**src/design/mtld_pkg.sv**
```systemverilog
// shared types and constants of the multichannel type-length deframer
`timescale 1ns / 1ps
package mtld_pkg;

    localparam int CHANNELS    = 16;
    localparam int CH_IDX_W    = (CHANNELS > 1) ? $clog2(CHANNELS) : 1;
    localparam int QUEUE_DEPTH = 4;
    localparam int QPTR_W      = (QUEUE_DEPTH > 1) ? $clog2(QUEUE_DEPTH) : 1;
    localparam int QCNT_W      = $clog2(QUEUE_DEPTH + 1);

    typedef enum logic [1:0] {
        PH_TYPE = 2'd0,
        PH_LEN  = 2'd1,
        PH_DATA = 2'd2
    } t_phase;

    typedef enum logic {
        ACT_DATA  = 1'b0,
        ACT_RESET = 1'b1
    } t_action;

    typedef struct packed {
        logic       action;
        logic [3:0] channel;
        logic [7:0] data_byte;
    } t_in;

    typedef struct packed {
        logic [3:0] channel_out;
        logic [7:0] msg_type;
        logic [7:0] msg_length;
        logic [7:0] payload_byte;
        logic       empty_msg;
        logic       last;
    } t_out;

    typedef struct packed {
        t_phase     phase;
        logic [7:0] held_type;
        logic [7:0] held_length;
        logic [7:0] payload_count;
    } t_ctx;

    typedef struct packed {
        logic valid;
        t_out res;
    } t_req;

endpackage

```
**src/design/mtld_front.sv**
```systemverilog
// front part: per-channel parser contexts and classification of each request
`timescale 1ns / 1ps
module mtld_front
    import mtld_pkg::*;
(
    input  logic i_clk,
    input  logic i_rst_n,
    input  logic i_accept,
    input  t_in  i_in,
    output t_req o_req
);

    t_ctx                r_ctx [CHANNELS];
    t_ctx                ctx;
    t_ctx                n_ctx;
    logic [CH_IDX_W-1:0] idx;
    logic                in_range;
    logic [7:0]          cnt;

    assign idx      = CH_IDX_W'(i_in.channel);
    assign in_range = (32'(i_in.channel) < CHANNELS);
    assign ctx      = r_ctx[idx];

    always_comb begin
        n_ctx = ctx;
        o_req = '0;
        cnt   = ctx.payload_count + 8'd1;
        o_req.res.channel_out = i_in.channel;
        o_req.res.msg_type    = ctx.held_type;
        o_req.res.msg_length  = ctx.held_length;
        if (i_in.action == ACT_RESET) begin
            n_ctx = '0;
        end else begin
            unique case (ctx.phase)
                PH_LEN: begin
                    n_ctx.held_length   = i_in.data_byte;
                    n_ctx.payload_count = 8'd0;
                    o_req.res.msg_length = i_in.data_byte;
                    if (i_in.data_byte == 8'd0) begin
                        n_ctx.phase         = PH_TYPE;
                        o_req.valid         = 1'b1;
                        o_req.res.empty_msg = 1'b1;
                        o_req.res.last      = 1'b1;
                    end else begin
                        n_ctx.phase = PH_DATA;
                    end
                end
                PH_DATA: begin
                    n_ctx.payload_count    = cnt;
                    o_req.valid            = 1'b1;
                    o_req.res.payload_byte = i_in.data_byte;
                    o_req.res.last         = (cnt == ctx.held_length);
                    if (cnt == ctx.held_length) begin
                        n_ctx.phase = PH_TYPE;
                    end
                end
                default: begin
                    n_ctx.held_type     = i_in.data_byte;
                    n_ctx.payload_count = 8'd0;
                    n_ctx.phase         = PH_LEN;
                end
            endcase
        end
        if (!(i_accept && in_range)) begin
            o_req.valid = 1'b0;
        end
    end

    always_ff @(posedge i_clk) begin
        if (!i_rst_n) begin
            for (int i = 0; i < CHANNELS; i++) begin
                r_ctx[i] <= '0;
            end
        end else if (i_accept && in_range) begin
            r_ctx[idx] <= n_ctx;
        end
    end

endmodule

```
**src/design/mtld_queue.sv**
```systemverilog
// back part: short result queue that presents the oldest result
`timescale 1ns / 1ps
module mtld_queue
    import mtld_pkg::*;
(
    input  logic i_clk,
    input  logic i_rst_n,
    input  t_req i_req,
    input  logic i_pop,
    output t_out o_head,
    output logic o_full,
    output logic o_empty
);

    t_out              r_mem [QUEUE_DEPTH];
    logic [QPTR_W-1:0] r_wr;
    logic [QPTR_W-1:0] r_rd;
    logic [QCNT_W-1:0] r_cnt;
    logic              do_pop;

    assign o_full  = (r_cnt == QCNT_W'(QUEUE_DEPTH));
    assign o_empty = (r_cnt == '0);
    assign o_head  = r_mem[r_rd];
    assign do_pop  = i_pop && !o_empty;

    always_ff @(posedge i_clk) begin
        if (i_req.valid) begin
            r_mem[r_wr] <= i_req.res;
        end
    end

    always_ff @(posedge i_clk) begin
        if (!i_rst_n) begin
            r_wr  <= '0;
            r_rd  <= '0;
            r_cnt <= '0;
        end else begin
            if (i_req.valid) begin
                r_wr <= (32'(r_wr) == QUEUE_DEPTH - 1) ? '0 : r_wr + 1'b1;
            end
            if (do_pop) begin
                r_rd <= (32'(r_rd) == QUEUE_DEPTH - 1) ? '0 : r_rd + 1'b1;
            end
            if (i_req.valid && !do_pop) begin
                r_cnt <= r_cnt + 1'b1;
            end else if (!i_req.valid && do_pop) begin
                r_cnt <= r_cnt - 1'b1;
            end
        end
    end

endmodule

```
**src/design/multichannel_type_length_deframer_core.sv**
```systemverilog
// Multichannel type-length deframer. Each request carries a channel number and
// either a data byte or a channel reset; every channel parses its own stream of
// type byte, length byte and payload bytes. One request is taken per clock
// while full is low: the channel's context is read, updated and written back in
// the cycle of acceptance, so the same channel may follow itself with no gap.
// Payload bytes and zero-length messages give one result each, which waits in a
// four-entry queue and shows on the result ports from the next cycle on if the queue was empty. full
// rises only while four results wait unread.
`timescale 1ns / 1ps
module multichannel_type_length_deframer_core
    import mtld_pkg::*;
(
    input  logic i_clk,
    input  logic i_rst_n,
    input  logic push,
    output logic full,
    input  t_in  i_in,
    output logic empty,
    input  logic pop,
    output t_out o_out
);

    t_req req;
    logic accept;

    assign accept = push && !full;

    mtld_front u_front (
        .i_clk    (i_clk),
        .i_rst_n  (i_rst_n),
        .i_accept (accept),
        .i_in     (i_in),
        .o_req    (req)
    );

    mtld_queue u_queue (
        .i_clk   (i_clk),
        .i_rst_n (i_rst_n),
        .i_req   (req),
        .i_pop   (pop),
        .o_head  (o_out),
        .o_full  (full),
        .o_empty (empty)
    );

endmodule

```
**config.mk**
```make
export PLATFORM = sky130hd
export DESIGN_NAME = multichannel_type_length_deframer_core
export DESIGN_NICKNAME = d
export VERILOG_FILES = /design/src/design/mtld_pkg.sv /design/src/design/mtld_front.sv /design/src/design/mtld_queue.sv /design/src/design/multichannel_type_length_deframer_core.sv
export SDC_FILE = /design/constraint.sdc
export NUM_CORES = 1
export LEC_CHECK = 0
export ABC_AREA = 1
export BUFFER_PORTS_ARGS = -buffer_cell sky130_fd_sc_hd__buf_4
export CORE_MARGIN = 4
export CORE_UTILIZATION = 42
export CTS_BUF_LIST = sky130_fd_sc_hd__clkbuf_4
export DETAILED_ROUTE_END_ITERATION = 6
export GPL_ROUTABILITY_DRIVEN = 0
export PLACE_DENSITY = 0.59
export SYNTH_ARGS = -nofsm -noshare
export SYNTH_HDL_FRONTEND = slang
export SYNTH_SLANG_ARGS = --single-unit
```
**constraint.sdc**
```tcl
create_clock -name i_clk -period 6.7 [get_ports i_clk]
set_input_delay 1.675 -clock i_clk [delete_from_list [all_inputs] [get_ports i_clk]]
set_output_delay 1.675 -clock i_clk [all_outputs]
set_load 0.05 [all_outputs]
```
==> flow_metrics.py, run 1 <==
metrics = {
    "drt": {
        "via_count": 17100,
        "dr.pass1.iters": 6,
        "via_per_inst": 5.49,
        "drc": 0,
        "drt_iter0_markers": 1959,
        "ant_nets": 0,
        "wl_um": 69300,
        "wl_per_cell_um": 22.3,
    },
    "timing": {
        "hold_viol": 0,
        "tns_ps": 0,
        "finalCritPeriodShare": 0.712,
        "setup_viol": 0,
        "fin_crit_ps": 4770,
        "max_freq_ghz": 0.210,
        "tightest_slew_ps": 1420,
        "worst_slack_ps": 1930,
        "slew_headroom": 0.0485,
        "fin_skew_ps": 70.1,
        "rsz0062_at_grt": "false",
        "drv_slew": 0,
    },
    "clocking": {
        "clk_pin_slew_ps": 60,
        "cts_buffer_depth": 3,
        "tritoncts": "built",
        "post_cts_resized": 0,
        "postCtsSetupRepairBufs": 0,
        "clock-sinks": 545,
        "insertion_delay_ps": 980,
        "htreeDepth": 4,
        "cts.root.buffer_cell": "clkbuf_4",
        "cts_made_buffers": 147,
        "ctsHoldBuffers": 0,
    },
    "setup_path": {
        "r2r_cells": 7,
        "worst-path-stages": 5,
        "cpMaxStageDelayCell": "inv_1",
        "cp.arrival_ps": 3090,
        "end_kind": "output pin",
        "path_buf_inv": 3,
        "crit_top_cell": "buf_4",
        "r2r_slack_ps": 3470,
        "r2r_start": "u_queue.r_cnt[0]$_SDFFE_PN0P_",
        "crit_required_ps": 5030,
        "crit_path_start_kind": "flop",
        "cp_top_family": "buffers and inverters",
        "crit_chain": "buf_4 -> inv_1 -> o21ai_0 -> o22ai_1 -> buf_4",
        "max_stage_delay_ps": 730,
        "path_max_fanout": 31,
        "r2r_end": "u_front.r_ctx[5][15]$_SDFFCE_PN0P_",
        "crit_type": "flop to output pin",
    },
    "die": {
        "initial_core_util": 0.425,
        "die-area_um2": 59900,
        "io_pins": 49,
        "num_rows": 86,
        "die_h_um": 245,
        "core-area_um2": 55300,
        "die_w_um": 245,
    },
    "grt": {
        "grt_pass1_wl_um": 103000,
        "grt.total_usage": 0.231,
        "grt_pass1_vias": 17000,
        "grt_remaining_overflow": 0,
        "grt_max_degree": 61,
        "antenna_found_initial": 2,
    },
    "logic_synthesis": {
        "synth_ff_type": "edfxtp_1",
        "yosysSeqAreaShare": 0.692,
        "avgSynthCellArea_um2": 11.1,
        "synth_edf_count": 536,
        "synthArstFlopShare": 0,
        "synth_cell_types": 36,
        "ys_warn_count": 0,
        "synthCells": 2128,
        "ys_ff_latch": 545,
        "synth_area_um2": 23500,
        "syn_nets": 2155,
    },
    "placement": {
        "placed_cells": 2851,
        "place_worst_setup_slack_ps": 1200,
        "port_buffers": 48,
        "dp_hpwl_um": 40400,
        "placed_cell_area_um2": 24700,
    },
    "cells_and_area": {
        "multi_input_area_um2": 6330,
        "seq_area_um2": 16300,
        "drive_above_1_share": 0.173,
        "area_delta_synth_final_pct": 13.5,
        "nets": 2279,
        "final_cells": 3112,
        "stdcell_area_um2": 26700,
        "nFillCells": 5183,
    },
    "job": {
        "maxCapViolCount": 0,
    },
    "min_path": {
        "hold_end": "u_queue.r_cnt[1]$_SDFFE_PN0P_",
        "holdCritPathClass": "flop to flop",
        "hp-start": "u_queue.r_cnt[1]$_SDFFE_PN0P_",
        "worstHoldPathCells": 2,
    },
    "power": {
        "p_leak_uw": 0.00991,
        "peakVddDrop_mv": 0.218,
        "power.density_nw_per_um2": 326,
        "power.total_uw": 8690,
    },
    "run_status": {
        "status": "finished clean",
    },
}
==> layer usage <==
| layer | share of wire | vias up | global-route usage |
|---|---|---|---|
| met2 | 0.47 | 902 | 0.368 |
| met1 | 0.40 | 8281 | 0.304 |
| met3 | 0.10 | 166 | 0.0627 |
| met5 | 0.00069 | - | 0.00572 |
| li1 | - | 7726 | - |
| met4 | 0.032 | 2 | 0.0854 |
==> flip-flops by register name (all words and copies together), names as in the netlist, named ones only <==
register,count
u_queue.r_mem,120
u_queue.r_cnt,3
u_queue.r_rd,2
u_front.r_ctx,416
u_queue.r_wr,2
==> worst max path at each step <==
stage,startpoint,end
2_1_floorplan,i_in[9],u_queue.r_mem[0][0]$_DFFE_PP_
3_3_place_gp,i_in[8],u_front.r_ctx[2][25]$_SDFFCE_PN0P_
5_1_grt,flop,o_out[12]
6_report,flop,o_out[12]
4_1_cts,flop,o_out[12]
3_5_place_dp,i_in[9],u_front.r_ctx[7][17]$_SDFFCE_PN0P_
==> cell usage after synthesis (6+ instances only) <==
library cell	n	area (um^2)
inv_1	57	214
buf_4	14	105
a22oi_1	80	601
nand2_1	415	1560
nand3_1	30	150
buf_2	27	135
edfxtp_1	536	16100
a21oi_1	29	145
inv_2	7	26.3
nand2_2	7	43.8
o22ai_1	86	538
buf_1	6	22.5
a21boi_0	8	60.1
a21oi_2	8	70.1
nor2_1	543	2040
o21ai_0	98	490
nor2_2	14	87.6
o21ai_1	11	55.1
clkbuf_1	83	312
ha_1	9	113
a2111o_1	8	90.1
buf_6	10	113
dfxtp_1	9	180
nand4_1	12	75.1
==> area by class of cell <==
type | instances | area share
clock buffers | 226 | 0.0636
multi-input cells | 1378 | 0.237
diodes | 3 | 0.000281
repair buffers | 115 | 0.0328
inverters | 65 | 0.00923
flip-flops and latches | 545 | 0.610
well taps | 748 | 0.0351
clock inverters | 32 | 0.0123
==> layout by cell type (no fill, tap or decap), types with 2 or more instances in the layout <==
master,synthesis,layout
o21ai_0,98,98
inv_2,7,7
nand2_4,4,4
nor2_4,4,4
nand4_1,12,12
ha_1,9,9
a21boi_0,8,8
bufinv_16,0,7
dfxtp_1,9,8
a21oi_1,29,29
nand2_2,7,7
a21oi_2,8,8
nand2_1,415,415
o21ai_1,11,11
buf_4,14,114
nand3_1,30,30
xor2_1,2,2
inv_1,57,57
clkinv_1,0,19
clkinv_4,0,4
nor3_1,3,3
diode_2,0,3
clkbuf_4,0,226
a2111o_1,8,8
edfxtp_1,536,536
a22oi_1,80,80
nor2_2,14,20
nor2_1,543,537
o22ai_1,86,86
==> stage by stage <==
step | hold slack [ps] | util
3_5_place_dp | 498 | 0.446
3_3_place_gp | 486 | 0.446
5_1_grt | 550 | 0.483
6_report | 513 | 0.483
2_1_floorplan | 460 | -
4_1_cts | 514 | 0.483
==> logic make-up after synthesis <==
group                    after synthesis  share of synthesized area
XOR/XNOR                               2                   0.000745
AO/OA/AOI/OAI                        331                     0.0882
AND/OR/NAND/NOR                     1035                      0.174
buffers and inverters                205                     0.0397
flip-flops                           545                      0.692
adder cells (fa/ha/maj)               10                    0.00564
==> tightest hold or removal path, cell delays in order, from the launching register on <==
cell and delay (ps):
dfxtp_1 340, inv_1 70, a21oi_1 60
==> power breakdown <==
part           internal [uW]  switching [uW]
Combinational            387            1210
Sequential              3870            44.2
Clock                   1800            1380
Note: power is estimated with default switching activity, not from simulation.
==> run 2: changes to the inputs <==
--- a/config.mk
+++ b/config.mk
@@ -5,14 +5,14 @@
 export SDC_FILE = /design/constraint.sdc
 export NUM_CORES = 1
 export LEC_CHECK = 0
-export ABC_AREA = 1
+export ABC_AREA = 0
 export BUFFER_PORTS_ARGS = -buffer_cell sky130_fd_sc_hd__buf_4
 export CORE_MARGIN = 4
 export CORE_UTILIZATION = 42
 export CTS_BUF_LIST = sky130_fd_sc_hd__clkbuf_4
 export DETAILED_ROUTE_END_ITERATION = 6
 export GPL_ROUTABILITY_DRIVEN = 0
-export PLACE_DENSITY = 0.59
+export PLACE_DENSITY = 0.61
 export SYNTH_ARGS = -nofsm -noshare
 export SYNTH_HDL_FRONTEND = slang
 export SYNTH_SLANG_ARGS = --single-unit
==> constraint.sdc (replaced) <==
create_clock -name i_clk -period 4.2 [get_ports i_clk]
set_input_delay 1.05 -clock i_clk [delete_from_list [all_inputs] [get_ports i_clk]]
set_output_delay 1.05 -clock i_clk [all_outputs]
set_load 0.05 [all_outputs]
==> flow_metrics.py, run 2 <==
metrics = {
    "run_status": {
        "status": "finished clean",
    },
    "logic_synthesis": {
        "netlist_top_cells_count": "edfxtp_1, nor2_1, mux4_2, clkbuf_1, nand2_1",
        "synth_edf_count": 536,
        "synth_cell_types": 54,
        "syn_nets": 1502,
        "synthArstFlopShare": 0,
        "yosysSeqAreaShare": 0.691,
        "synthCells": 1475,
        "ys_warn_count": 0,
        "synth_top_area_cell": "edfxtp_1",
        "synth_top_cell_area_share": 0.683,
        "synth.most_common_cell": "edfxtp_1",
        "synth_ff_type": "edfxtp_1",
        "ys_ff_latch": 545,
        "netlist_top_cells_area": "edfxtp_1, mux4_2, nor2_1",
        "avgSynthCellArea_um2": 16.0,
        "synth_area_um2": 23600,
    },
    "clocking": {
        "post_cts_resized": 0,
        "insertion_delay_ps": 1000,
        "cts_buffer_depth": 3,
        "tritoncts": "built",
        "cts.root.buffer_cell": "clkbuf_4",
        "htreeDepth": 4,
        "ctsHoldBuffers": 0,
        "clk_pin_slew_ps": 70,
        "clock-sinks": 545,
        "postCtsSetupRepairBufs": 0,
        "cts_made_buffers": 142,
    },
    "grt": {
        "grt_max_degree": 61,
        "grt_pass1_vias": 14500,
        "grt.total_usage": 0.217,
        "antenna_found_initial": 1,
        "grt_pass1_wl_um": 93800,
        "grt_remaining_overflow": 0,
    },
    "drt": {
        "wl_per_cell_um": 25.3,
        "wl_um": 63700,
        "drc": 0,
        "via_count": 14000,
        "via_per_inst": 5.56,
        "drt_iter0_markers": 1271,
        "ant_nets": 0,
        "dr.pass1.iters": 6,
    },
    "timing": {
        "rsz0062_at_grt": "false",
        "tightest_slew_ps": 1180,
        "hold_slack_ps": 472,
        "drv_slew": 0,
        "fin_crit_ps": 3690,
        "finalCritPeriodShare": 0.878,
        "max_freq_ghz": 0.271,
        "slew_headroom": 0.212,
        "setup_viol": 0,
        "hold_viol": 0,
        "tns_ps": 0,
        "fin_skew_ps": 52.4,
    },
    "cells_and_area": {
        "drive_above_1_share": 0.331,
        "final_cell_mix": "edfxtp_1, nor2_1, clkbuf_4, buf_4, mux4_2",
        "top_register": "u_front.r_ctx",
        "area_delta_synth_final_pct": 15.6,
        "largest_reg_flops": 416,
        "top_regs": "u_front.r_ctx (416), u_queue.r_mem (120), u_queue.r_cnt (3)",
        "nets": 1706,
        "final_common_cell": "edfxtp_1",
        "nFillCells": 4777,
    },
    "setup_path": {
        "end_kind": "output pin",
        "worst-path-stages": 3,
        "cp.arrival_ps": 2640,
        "crit_type": "flop to output pin",
        "cpMaxStageDelayCell": "mux4_2",
        "cp_top_family": "buffers and inverters",
        "path_buf_inv": 2,
        "crit_chain": "buf_4 -> mux4_2 -> buf_4",
        "path_max_fanout": 30,
        "max_stage_delay_ps": 610,
        "crit_path_start_kind": "flop",
        "crit_required_ps": 3150,
        "crit_top_cell": "buf_4",
        "r2r_cells": 9,
    },
    "placement": {
        "port_buffers": 48,
        "dp_hpwl_um": 36600,
    },
    "die": {
        "die_w_um": 245,
        "die-area_um2": 59900,
        "io_pins": 49,
        "die_h_um": 245,
        "core-area_um2": 55300,
        "initial_core_util": 0.426,
        "num_rows": 86,
    },
    "power": {
        "peakVddDrop_mv": 0.340,
        "power.density_nw_per_um2": 466,
        "p_leak_uw": 0.00951,
    },
    "min_path": {
        "worstHoldPathCells": 2,
        "holdCritPathClass": "input port to flop",
    },
    "job": {
        "maxCapViolCount": 0,
    },
}
## run 2: kinds of logic after synthesis
group / after synthesis / share of synthesized area
buffers and inverters: 134 / 0.0290
flip-flops: 545 / 0.691
AND/OR/NAND/NOR: 572 / 0.101
AO/OA/AOI/OAI: 31 / 0.00988
adder cells (fa/ha/maj): 10 / 0.00563
multiplexers: 169 / 0.156
XOR/XNOR: 14 / 0.00696
## run 2: layout make-up
type / instances / area [um^2] / share of cell area
diodes: 2 / 5.00 / 0.000184
clock buffers: 200 / 1500 / 0.0552
clock inverters: 32 / 231 / 0.00850
inverters: 10 / 38.8 / 0.00142
multi-input cells: 796 / 6650 / 0.244
flip-flops and latches: 545 / 16300 / 0.598
well taps: 748 / 936 / 0.0344
repair buffers: 184 / 1590 / 0.0582
## run 2: metal layers
| layer | up-vias | global-route usage | share of wire |
|---|---|---|---|
| met1 | 7150 | 0.276 | 0.38 |
| li1 | 6004 | - | - |
| met5 | - | 0 | 0 |
| met2 | 702 | 0.359 | 0.49 |
| met4 | 0 | 0.0797 | 0.029 |
| met3 | 134 | 0.0605 | 0.092 |
## run 2: metrics by stage
stage	area, um^2	instances	total power, uW	utilization	setup slack (ps)
after floorplan	23700	1475	7700	-	-607
after global placement	25500	2283	8320	0.461	-157
after detailed placement	25500	2283	8340	0.461	-186
after CTS	27200	2515	12800	0.492	318
after global routing	27200	2516	13200	0.492	269
final	27200	2517	12700	0.492	511
## run 2: path summary, 6_finish.rpt
| check | from | endpoint | slack, ps |
|---|---|---|---|
| min reg2reg | u_queue.r_cnt[2]$_SDFFE_PN0P_ | u_queue.r_cnt[2]$_SDFFE_PN0P_ | 520 |
| max | flop | o_out[19] | 510 |
| max reg2reg | u_front.r_ctx[11][24]$_SDFFCE_PN0P_ | u_front.r_ctx[9][2]$_SDFFCE_PN0P_ | 820 |
| min | i_rst_n | u_queue.r_cnt[1]$_SDFFE_PN0P_ | 470 |
## run 2: power breakdown
group	total, uW	internal (uW)	switching [uW]
clock network	4470	2320	2150
registers	6240	6180	67.0
logic	1960	748	1220
total	12700	9240	3430
